**src/hw/rtl/ifhu_pkg.sv**
```systemverilog
package ifhu_pkg;

  localparam int unsigned HDR_WORDS_MAX = 30;
  localparam int unsigned ROUTE_ENTRIES = 2;

  localparam int unsigned WORD_W = 16;
  localparam int unsigned ADDR_W = $clog2(HDR_WORDS_MAX);
  localparam int unsigned CNT_W  = $clog2(HDR_WORDS_MAX + 1);
  localparam int unsigned ACC_W  = 21;
  localparam int unsigned FOLD_W = 17;
  localparam int unsigned CFG_W  = 32;
  localparam int unsigned CFG_IDX_W = 2;

  localparam logic [3:0] IHL_MIN = 4'd5;

  localparam logic [CNT_W-1:0] TTL_WORD    = CNT_W'(4);
  localparam logic [CNT_W-1:0] CSUM_WORD   = CNT_W'(5);
  localparam logic [CNT_W-1:0] DST_HI_WORD = CNT_W'(8);
  localparam logic [CNT_W-1:0] DST_LO_WORD = CNT_W'(9);

  localparam logic [CFG_IDX_W-1:0] REG_ROUTE0_NETWORK = 2'd0;
  localparam logic [CFG_IDX_W-1:0] REG_ROUTE0_MASK    = 2'd1;
  localparam logic [CFG_IDX_W-1:0] REG_ROUTE1_NETWORK = 2'd2;
  localparam logic [CFG_IDX_W-1:0] REG_ROUTE1_MASK    = 2'd3;

  localparam logic [1:0] STATUS_FWD      = 2'd0;
  localparam logic [1:0] STATUS_NO_ROUTE = 2'd1;
  localparam logic [1:0] STATUS_SHORT    = 2'd2;

  typedef struct packed {
    logic hit;
    logic port;
  } route_res_t;

endpackage

```
**src/hw/rtl/ifhu_ram.sv**
```systemverilog
module ifhu_ram
  import ifhu_pkg::*;
(
  input  logic              clk_i,
  input  logic              we_i,
  input  logic [ADDR_W-1:0] waddr_i,
  input  logic [WORD_W-1:0] wdata_i,
  input  logic              re_i,
  input  logic [ADDR_W-1:0] raddr_i,
  output logic [WORD_W-1:0] rdata_o
);

  logic [WORD_W-1:0] mem_q [HDR_WORDS_MAX];
  logic [WORD_W-1:0] rdata_q;

  always_ff @(posedge clk_i) begin
    if (we_i) begin
      mem_q[waddr_i] <= wdata_i;
    end
  end

  always_ff @(posedge clk_i) begin
    if (re_i) begin
      rdata_q <= mem_q[raddr_i];
    end
  end

  assign rdata_o = rdata_q;

endmodule

```
**src/hw/rtl/ifhu_route.sv**
```systemverilog
module ifhu_route
  import ifhu_pkg::*;
(
  input  logic                 clk_i,
  input  logic                 rst_ni,
  input  logic                 cfg_we_i,
  input  logic [CFG_IDX_W-1:0] cfg_idx_i,
  input  logic [CFG_W-1:0]     cfg_wdata_i,
  input  logic [31:0]          dest_i,
  output route_res_t           res_o
);

  logic [31:0] net_q  [2];
  logic [31:0] mask_q [2];

  always_ff @(posedge clk_i or negedge rst_ni) begin
    if (!rst_ni) begin
      net_q[0]  <= '0;
      net_q[1]  <= '0;
      mask_q[0] <= '0;
      mask_q[1] <= '0;
    end else if (cfg_we_i) begin
      case (cfg_idx_i)
        REG_ROUTE0_NETWORK: net_q[0]  <= cfg_wdata_i;
        REG_ROUTE0_MASK:    mask_q[0] <= cfg_wdata_i;
        REG_ROUTE1_NETWORK: net_q[1]  <= cfg_wdata_i;
        REG_ROUTE1_MASK:    mask_q[1] <= cfg_wdata_i;
        default: ;
      endcase
    end
  end

  always_comb begin
    res_o = '0;
    for (int e = ROUTE_ENTRIES - 1; e >= 0; e--) begin
      if (((dest_i ^ net_q[e]) & mask_q[e]) == '0) begin
        res_o.hit  = 1'b1;
        res_o.port = 1'(e);
      end
    end
  end

endmodule

```
**src/hw/rtl/ipv4_forward_header_update_top.sv**
```systemverilog
// Channel | Direction | Handshake               | Payload
// in      | input     | in_valid_i / in_stall_o | in_word_i
// out     | output    | out_valid_o/ out_stall_i| out_word_o, out_last_o, route_port_o, status_o
// cfg     | input     | cfg_we_i                | cfg_idx_i, cfg_wdata_i
//
// Header words are taken one per cycle into the header memory; the first waits while the output is stalled.
// After the last word, the CHECK and FINISH states fold the checksum and match the route.
// Each forwarded word is then read from memory in READ and transferred in EMIT.
// Reset clears all control state.
// Output stalls hold the output register; input stalls while a header drains.
module ipv4_forward_header_update_top
  import ifhu_pkg::*;
(
  input  logic                 clk_i,
  input  logic                 rst_ni,
  input  logic                 cfg_we_i,
  input  logic [CFG_IDX_W-1:0] cfg_idx_i,
  input  logic [CFG_W-1:0]     cfg_wdata_i,
  input  logic                 in_valid_i,
  output logic                 in_stall_o,
  input  logic [WORD_W-1:0]    in_word_i,
  output logic                 out_valid_o,
  input  logic                 out_stall_i,
  output logic [WORD_W-1:0]    out_word_o,
  output logic                 out_last_o,
  output logic                 route_port_o,
  output logic [1:0]           status_o
);

  typedef enum logic [2:0] {
    ST_IDLE,
    ST_COLLECT,
    ST_CHECK,
    ST_FINISH,
    ST_READ,
    ST_EMIT
  } state_e;

  state_e             state_q, state_d;
  logic [CNT_W-1:0]   count_q, count_d;
  logic [CNT_W-1:0]   expected_q, expected_d;
  logic [CNT_W-1:0]   ptr_q, ptr_d;
  logic [ACC_W-1:0]   acc_q, acc_d;
  logic [FOLD_W-1:0]  fold_q, fold_d;
  logic [WORD_W-1:0]  csum_q, csum_d;
  logic [31:0]        dest_q, dest_d;
  route_res_t         route_q, route_d;
  route_res_t         route_res;

  logic               out_valid_q, out_valid_d;
  logic [WORD_W-1:0]  out_word_q, out_word_d;
  logic               out_last_q, out_last_d;
  logic               out_port_q, out_port_d;
  logic [1:0]         out_status_q, out_status_d;

  logic               ram_we, ram_re;
  logic [ADDR_W-1:0]  ram_waddr, ram_raddr;
  logic [WORD_W-1:0]  ram_rdata;

  logic               out_free, in_ready, in_fire;
  logic [3:0]         ihl;
  logic [4:0]         len_raw;
  logic [WORD_W-1:0]  adj_word, emit_word;
  logic [CNT_W-1:0]   count_nxt, ptr_nxt;

  ifhu_ram u_ram (
    .clk_i   (clk_i),
    .we_i    (ram_we),
    .waddr_i (ram_waddr),
    .wdata_i (in_word_i),
    .re_i    (ram_re),
    .raddr_i (ram_raddr),
    .rdata_o (ram_rdata)
  );

  ifhu_route u_route (
    .clk_i       (clk_i),
    .rst_ni      (rst_ni),
    .cfg_we_i    (cfg_we_i),
    .cfg_idx_i   (cfg_idx_i),
    .cfg_wdata_i (cfg_wdata_i),
    .dest_i      (dest_q),
    .res_o       (route_res)
  );

  assign out_free   = !out_valid_q || !out_stall_i;
  assign in_ready   = ((state_q == ST_IDLE) && out_free) || (state_q == ST_COLLECT);
  assign in_stall_o = !in_ready;
  assign in_fire    = in_valid_i && in_ready;

  assign ihl       = in_word_i[11:8];
  assign len_raw   = {ihl, 1'b0};
  assign count_nxt = count_q + CNT_W'(1);
  assign ptr_nxt   = ptr_q + CNT_W'(1);

  always_comb begin
    if (count_q == TTL_WORD) begin
      adj_word = {in_word_i[15:8] - 8'd1, in_word_i[7:0]};
    end else if (count_q == CSUM_WORD) begin
      adj_word = '0;
    end else begin
      adj_word = in_word_i;
    end
  end

  always_comb begin
    if (ptr_q == TTL_WORD) begin
      emit_word = {ram_rdata[15:8] - 8'd1, ram_rdata[7:0]};
    end else if (ptr_q == CSUM_WORD) begin
      emit_word = csum_q;
    end else begin
      emit_word = ram_rdata;
    end
  end

  always_comb begin
    state_d      = state_q;
    count_d      = count_q;
    expected_d   = expected_q;
    ptr_d        = ptr_q;
    acc_d        = acc_q;
    fold_d       = fold_q;
    csum_d       = csum_q;
    dest_d       = dest_q;
    route_d      = route_q;
    out_valid_d  = out_valid_q && out_stall_i;
    out_word_d   = out_word_q;
    out_last_d   = out_last_q;
    out_port_d   = out_port_q;
    out_status_d = out_status_q;
    ram_we       = 1'b0;
    ram_re       = 1'b0;
    ram_waddr    = count_q[ADDR_W-1:0];
    ram_raddr    = ptr_q[ADDR_W-1:0];

    case (state_q)
      ST_IDLE: begin
        if (in_fire) begin
          if (ihl < IHL_MIN) begin
            out_valid_d  = 1'b1;
            out_word_d   = '0;
            out_last_d   = 1'b1;
            out_port_d   = 1'b0;
            out_status_d = STATUS_SHORT;
          end else begin
            if (len_raw > 5'(HDR_WORDS_MAX)) begin
              expected_d = CNT_W'(HDR_WORDS_MAX);
            end else begin
              expected_d = CNT_W'(len_raw);
            end
            ram_we    = 1'b1;
            ram_waddr = '0;
            acc_d     = ACC_W'(in_word_i);
            count_d   = CNT_W'(1);
            state_d   = ST_COLLECT;
          end
        end
      end
      ST_COLLECT: begin
        if (in_fire) begin
          ram_we  = 1'b1;
          acc_d   = acc_q + ACC_W'(adj_word);
          count_d = count_nxt;
          if (count_q == DST_HI_WORD) begin
            dest_d[31:16] = in_word_i;
          end
          if (count_q == DST_LO_WORD) begin
            dest_d[15:0] = in_word_i;
          end
          if (count_nxt == expected_q) begin
            state_d = ST_CHECK;
          end
        end
      end
      ST_CHECK: begin
        fold_d  = FOLD_W'(acc_q[ACC_W-1:16]) + FOLD_W'(acc_q[15:0]);
        route_d = route_res;
        state_d = ST_FINISH;
      end
      ST_FINISH: begin
        csum_d = ~(fold_q[15:0] + WORD_W'(fold_q[16]));
        if (route_q.hit) begin
          ptr_d   = '0;
          state_d = ST_READ;
        end else if (out_free) begin
          out_valid_d  = 1'b1;
          out_word_d   = '0;
          out_last_d   = 1'b1;
          out_port_d   = 1'b0;
          out_status_d = STATUS_NO_ROUTE;
          state_d      = ST_IDLE;
        end
      end
      ST_READ: begin
        ram_re  = 1'b1;
        state_d = ST_EMIT;
      end
      ST_EMIT: begin
        if (out_free) begin
          out_valid_d  = 1'b1;
          out_word_d   = emit_word;
          out_last_d   = (ptr_nxt == expected_q);
          out_port_d   = route_q.port;
          out_status_d = STATUS_FWD;
          if (ptr_nxt == expected_q) begin
            state_d = ST_IDLE;
          end else begin
            ptr_d   = ptr_nxt;
            state_d = ST_READ;
          end
        end
      end
      default: begin
        state_d = ST_IDLE;
      end
    endcase
  end

  always_ff @(posedge clk_i or negedge rst_ni) begin
    if (!rst_ni) begin
      state_q     <= ST_IDLE;
      count_q     <= '0;
      expected_q  <= '0;
      ptr_q       <= '0;
      acc_q       <= '0;
      route_q     <= '0;
      out_valid_q <= 1'b0;
    end else begin
      state_q     <= state_d;
      count_q     <= count_d;
      expected_q  <= expected_d;
      ptr_q       <= ptr_d;
      acc_q       <= acc_d;
      route_q     <= route_d;
      out_valid_q <= out_valid_d;
    end
  end

  always_ff @(posedge clk_i) begin
    fold_q       <= fold_d;
    csum_q       <= csum_d;
    dest_q       <= dest_d;
    out_word_q   <= out_word_d;
    out_last_q   <= out_last_d;
    out_port_q   <= out_port_d;
    out_status_q <= out_status_d;
  end

  assign out_valid_o  = out_valid_q;
  assign out_word_o   = out_word_q;
  assign out_last_o   = out_last_q;
  assign route_port_o = out_port_q;
  assign status_o     = out_status_q;

endmodule
```
**config.mk**
```make
export PLATFORM = sky130hd
export DESIGN_NAME = ipv4_forward_header_update_top
export DESIGN_NICKNAME = d
export VERILOG_FILES = /design/src/hw/rtl/ifhu_pkg.sv /design/src/hw/rtl/ifhu_ram.sv /design/src/hw/rtl/ifhu_route.sv /design/src/hw/rtl/ipv4_forward_header_update_top.sv
export SDC_FILE = /design/constraint.sdc
export NUM_CORES = 1
export LEC_CHECK = 0
export BUFFER_PORTS_ARGS = -buffer_cell sky130_fd_sc_hd__clkbuf_2
export CAP_MARGIN = 20
export CORE_MARGIN = 2
export CORE_UTILIZATION = 25
export DETAILED_ROUTE_END_ITERATION = 10
export PLACE_DENSITY_LB_ADDON = 0.05
export RECOVER_POWER = 25
export REMOVE_ABC_BUFFERS = 1
export SETUP_SLACK_MARGIN = 0.05
export SLEW_MARGIN = 10
export SYNTH_ARGS = -nofsm -noshare
export SYNTH_HDL_FRONTEND = slang
export SYNTH_SLANG_ARGS = --single-unit
```
**constraint.sdc**
```tcl
create_clock -name clk_i -period 5.9 [get_ports clk_i]
set_input_delay 0.59 -clock clk_i [delete_from_list [all_inputs] [get_ports clk_i]]
set_output_delay 0.59 -clock clk_i [all_outputs]
set_load 0.005 [all_outputs]
```
==> results of run 1 <==
-- final cells by class --
type,instances,share of cell area
multi-input cells,957,0.257
clock inverters,34,0.00864
well taps,1650,0.0559
flip-flops and latches,750,0.587
clock buffers,126,0.0678
repair buffers,126,0.0202
inverters,26,0.00264
diodes,2,0.000136
-- worst register-to-register path, cell delays in order, from the launching register on --
cell       delay (ns)
dfrtp_1          0.59
nor3b_1          0.60
nand2_1          0.19
or4_1            0.53
o311ai_1         0.26
o41ai_1          0.15
ha_1             0.51
nand4_1          0.16
a211oi_1         0.31
o311ai_1         0.23
a2111oi_0        0.58
mux2i_1          0.24
-- routing by layer --
layer | wire (um) | vias to the layer above
li1 | - | 7410
met1 | 44900 | 8785
met2 | 46600 | 345
met3 | 3760 | 115
met4 | 2520 | 0
met5 | 0 | -
-- registers in the layout, indices dropped and copies added (netlist names) --
register        cells
route_q             2
out_last_o          1
route_port_o        1
u_ram.mem_q       480
csum_q             16
acc_q              21
out_word_o         16
count_q             5
expected_q          4
u_route.net_q      64
status_o            2
state_q             3
dest_q             32
ptr_q               5
u_ram.rdata_o      16
out_valid_o         1
fold_q             17
u_route.mask_q     64
-- path summary, 6_finish.rpt --
kind	start	endpoint	slack (ns)	cells after the start
worst min-delay path	cfg_wdata_i[3]	u_route.net_q[3]	0.20	2
worst max register to register	count_q[2]	acc_q[18]	1.46	11
worst max-delay path	in_word_i[8]	acc_q[18]	1.22	13
worst min register to register	u_route.mask_q[12]	u_route.mask_q[12]	0.50	1
max in group asynchronous	rst_ni	ptr_q[1]	3.88	3
min in group asynchronous	rst_ni	u_route.net_q[32]	0.55	2
-- stage by stage --
stage,instance area [um^2],utilization
6_report,36900,0.295
5_1_grt,36900,0.295
4_1_cts,37000,0.295
3_5_place_dp,34100,0.273
3_3_place_gp,34100,0.273
2_1_floorplan,31100,-
-- synthesized netlist by cell type, drive strengths merged, types with 6 or more instances --
library cell	count	share of area
nor3	13	0.0021
mux4	144	0.10
and2	16	0.0032
o211ai	8	0.0019
inv	26	0.0031
nand4	14	0.0028
clkbuf	49	0.0059
a211oi	6	0.0014
ha	31	0.012
nor2b	12	0.0024
nor3b	6	0.0014
nand2	104	0.012
and3	13	0.0026
xnor2	23	0.0064
a21oi	35	0.0056
xor2	85	0.024
edfxtp	581	0.56
o21ai	31	0.0049
nand3	34	0.0054
a21o	13	0.0031
a22oi	29	0.0069
mux2i	6	0.0019
a31oi	10	0.0020
or3	7	0.0014
nor2	77	0.0092
mux2	164	0.059
dfrtp	169	0.13
nand3b	8	0.0019
buf	26	0.0049
-- cell families (layout without fill, tap and decap cells) --
| group | Yosys count | after routing | share of synthesized area |
|---|---|---|---|
| simple gates | 317 | 317 | 0.0481 |
| fa+ha+maj | 33 | 33 | 0.0136 |
| compound gates | 185 | 185 | 0.0404 |
| xor+xnor | 108 | 108 | 0.0301 |
| buf+inv | 101 | 312 | 0.0139 |
| mux | 314 | 314 | 0.164 |
| other cells | 0 | 2 | 0 |
| flops | 750 | 750 | 0.690 |
-- power groups by stage --
stage / logic [W] / registers (W) / clock network, W
CTS: 0.00296 / 0.00665 / 0.00559
detailed placement: 0.00295 / 0.00675 / 0
finish: 0.00289 / 0.00665 / 0.00538
global route: 0.00320 / 0.00671 / 0.00579
global placement: 0.00295 / 0.00675 / 0
floorplan: 0.00190 / 0.00667 / 0
==> impl_metrics.ini, run 1 <==
[clock_network]
cts_resized = 0
h-tree-depth = 3
clockBufferDepth = 3
clk_pin_slew_ns = 0.06
cts_num_sinks = 750
cts_hold_buffers = 1
cts-buffers-inserted = 91
clock_latency_ns = 0.68
post_cts_buffers = 0
cts_tree = yes
clock-root-buffer = clkbuf_16

[floorplan]
ios = 77
num_rows = 130
die_y_um = 358
die_w_um = 358
start_util = 0.251
die-area_mm2 = 0.129
core-area_mm2 = 0.125

[route]
firstDrtPassIters = 5
drtIter0Drc = 1208
wl_um = 97700
wl_per_cell_um = 26.6
drc = 0
via_count = 16700
avgViaCountPerCell = 4.54
drtAntennaViolNets = 0

[logic_synthesis]
synthFlopType = edfxtp_1
synthDistinctLibCells = 67
synthesis.instances = 1808
ys_seq_area_frac = 0.690
ys_async_sr_fraction = 0.225
yosys_warnings = 0
ys_seq_elements = 750
avgSynthCellArea_um2 = 17.4
synth-edff-count = 581
synth_area_mm2 = 0.0314

[sta]
slew_headroom = -0.725
skew_ns = 0.0385
setup_viol_count_final = 0
hold_viol = 0
fin_crit_ns = 4.68
timing.final.crit_share = 0.794
worstMarginPinSlew_ns = 2.59
rsz0062_at_grt = no
fin_setup_tns_ns = 0
holdWs_ns = 0.196
worst_slack_ns = 1.22
slew_violations = 376
max_freq_mhz = 214

[setup_path]
worstPathMaxFanout = 37
end_kind = register
worstPathCellList = clkbuf_1 > inv_1 > ha_1 > nor2b_1 > nand2_1 > o21bai_1 > a32o_1 > ha_1 > nand4_1 > a211oi_1 > o311ai_1 > a2111oi_0 > mux2i_1
worst-endpoint-required_ns = 6.50
path_buf_inv = 2
slowest_delay_ns = 1.48
path_class = in -> reg
cp-start-kind = input pin
crit_arrival_ns = 5.29
crit_family = buffers and inverters
cp_slowest_cell = clkbuf_1
crit_path_frequent_cell = ha_1

[global_route]
top_usage_layer = met2
grtUsageMet1 = 0.209
antenna_found_initial = 16
grt_usage = 0.154
grt_pass1_wl_um = 138000
grt_pass1_vias = 17700
use_met2 = 0.253
grt_use_met3 = 0.0287
grt_max_degree = 84
overflow = 0

[power_and_ir_drop]
p_int_w = 0.0106
power_w = 0.0149
clkPwrFrac = 0.361
pwr-share-comb = 0.193
vdd_drop_max_uv = 227
power.density_mw_per_mm2 = 404
switching_share = 0.289
leakage_nw = 12.5
switchingPower_w = 0.00431
seq_power_share = 0.446

[final_layout]
final_nets = 2040
syn2layout_area_growth_pct = 17.5
multi_input_area_mm2 = 0.00950
stdcell_count = 3671
final_common_cell = edfxtp_1
fillCellCount = 12400
mostFrequentLayoutCells = 581 x edfxtp_1, 165 x dfrtp_1, 152 x mux2_2
drive_above_1_share = 0.276
seq_area_mm2 = 0.0217

[place]
io_buffers = 76
gp_congestion = 0.757
place_hpwl_um = 60900
dpl.cell_count = 3507
pre_cts_ws_ns = 1.38

[flow_run]
maxCapViolCount = 11

[outcome]
status = finished with violations
violations = capacitance limit, slew limit

[hold_path]
hold_class = in -> reg
Note: power is estimated with default switching activity, not from simulation.
==> run 2: changes to the inputs <==
==> constraint.sdc (replaced) <==
create_clock -name clk_i -period 4.8 [get_ports clk_i]
set_input_delay 0.48 -clock clk_i [delete_from_list [all_inputs] [get_ports clk_i]]
set_output_delay 0.48 -clock clk_i [all_outputs]
set_load 0.005 [all_outputs]
==> impl_metrics.ini, run 2 (synthesis gave the netlist of run 1 again) <==
[outcome]
status = finished with violations
violations = capacitance limit, slew limit

[final_layout]
largest_reg_flops = 480
top_regs = u_ram.mem_q (480), u_route.mask_q (64), u_route.net_q (64)
final_common_cell = edfxtp_1
stdcell_count = 3703
largest_register = u_ram.mem_q
drive_above_1_share = 0.289
multi_input_area_mm2 = 0.00944
syn2layout_area_growth_pct = 18.4
seq_area_mm2 = 0.0217
final_nets = 2063
diodes = 0
mostFrequentLayoutCells = 581 x edfxtp_1, 165 x dfrtp_1, 152 x mux2_2
fillCellCount = 12300

[setup_path]
worstPathCellList = nor3b_1 > nand2_1 > or4_1 > o311ai_1 > o41ai_1 > ha_1 > nand4_1 > a211oi_1 > o311ai_1 > a2111oi_0 > mux2i_1
path_class = reg -> reg
crit_path_frequent_cell = o311ai_1
worst-endpoint-required_ns = 5.40
cp-start-kind = register
worstPathMaxFanout = 14
cp_slowest_cell = dfrtp_1
crit_arrival_ns = 4.95
end_kind = register
slowest_delay_ns = 0.60

[global_route]
overflow = 0
grt_pass1_vias = 17700
grt_pass1_wl_um = 140000
grt_usage = 0.157
top_usage_layer = met2
grt_max_degree = 77
grt_use_met3 = 0.0211
antenna_found_initial = 11
grtUsageMet1 = 0.219
use_met2 = 0.258

[sta]
slew_violations = 292
max_freq_mhz = 230
fin_setup_tns_ns = 0
timing.final.crit_share = 0.906
worstMarginPinSlew_ns = 2.34
fin_crit_ns = 4.35
rsz0062_at_grt = no
hold_viol = 0
worst_slack_ns = 0.452
skew_ns = 0.0388
setup_viol_count_final = 0
slew_headroom = -0.558

[power_and_ir_drop]
leakage_nw = 12.7
power.density_mw_per_mm2 = 500
vdd_drop_max_uv = 290

[flow_run]
maxCapViolCount = 9

[route]
firstDrtPassIters = 5
drc = 0
avgViaCountPerCell = 4.58
wl_per_cell_um = 27.1
wl_um = 100000
via_count = 17000
drtAntennaViolNets = 0
drtIter0Drc = 1223

[floorplan]
num_rows = 130
die-area_mm2 = 0.129
die_y_um = 358
start_util = 0.251
core-area_mm2 = 0.125
ios = 77
die_w_um = 358

[clock_network]
clock-root-buffer = clkbuf_16
clock_latency_ns = 0.68
cts_resized = 0
post_cts_buffers = 0
clockBufferDepth = 3
cts_hold_buffers = 1
cts_num_sinks = 750
clk_pin_slew_ns = 0.06
h-tree-depth = 3
cts-buffers-inserted = 91
cts_tree = yes

[place]
dpl.cell_count = 3531
pre_cts_ws_ns = 0.454
place_hpwl_um = 63400
io_buffers = 76
gp_congestion = 0.766

[hold_path]
hold_class = in -> reg
-- run 2: cell types whose count changed in the layout (fill, tap and decap cells not counted), moves of 2 or more --
cell        before  now
clkinv_2         9   20
buf_4           34   57
clkbuf_1        52   49
nor2_2          12   22
nor2_4          17    7
diode_2          2    0
bufinv_16        5    9
clkinvlp_4       0    2
clkinv_8         1    3
clkbuf_2        63   60
clkbuf_8         6    3
-- run 2: per-stage QoR --
stage | instance area, um^2 | util | power, W | hold slack, ns
finish | 37200 | 0.297 | 0.0186 | 0.102
detailed placement | 34300 | 0.274 | 0.0119 | 0.495
floorplan | 31100 | - | 0.0105 | 0.184
global placement | 34300 | 0.274 | 0.0119 | 0.487
global route | 37200 | 0.297 | 0.0196 | 0.0681
CTS | 37300 | 0.298 | 0.0190 | 0.0479
-- run 2: worst paths after layout --
check / startpoint / to / slack [ns] / cells after the start
setup / recovery: count_q[2] / acc_q[18] / 0.45 / 11
hold / removal: cfg_wdata_i[15] / u_route.net_q[47] / 0.10 / 2
setup reg to reg: count_q[2] / acc_q[18] / 0.45 / 11
hold reg to reg: u_route.mask_q[43] / u_route.mask_q[43] / 0.51 / 1
max in group asynchronous: rst_ni / u_route.mask_q[40] / 3.29 / 3
min in group asynchronous: rst_ni / u_route.net_q[5] / 0.43 / 2
-- run 2: final cells by class --
cell class,instances,area share
well taps,1650,0.0555
flip-flops and latches,750,0.583
repair buffers,149,0.0250
multi-input cells,957,0.254
clock buffers,117,0.0650
inverters,26,0.00262
clock inverters,54,0.0150
-- run 2: layer usage --
metal / share of wire / wire length [um]
met1: 0.47 / 46900
met2: 0.48 / 48200
met3: 0.032 / 3220
met4: 0.022 / 2190
met5: 0.00011 / 11
-- run 2: power breakdown --
group	internal, W	total (W)	switching (W)
Combinational	0.00150	0.00357	0.00208
Sequential	0.00766	0.00816	0.000494
Clock	0.00405	0.00687	0.00282
Total	0.0132	0.0186	0.00539
-- run 2: critical path, delay by kind of cell (launching register included) --
family	cells	cell delay, ns
mux	1	0.23
flops	1	0.60
fa+ha+maj	1	0.48
compound gates	5	1.51
simple gates	4	1.45
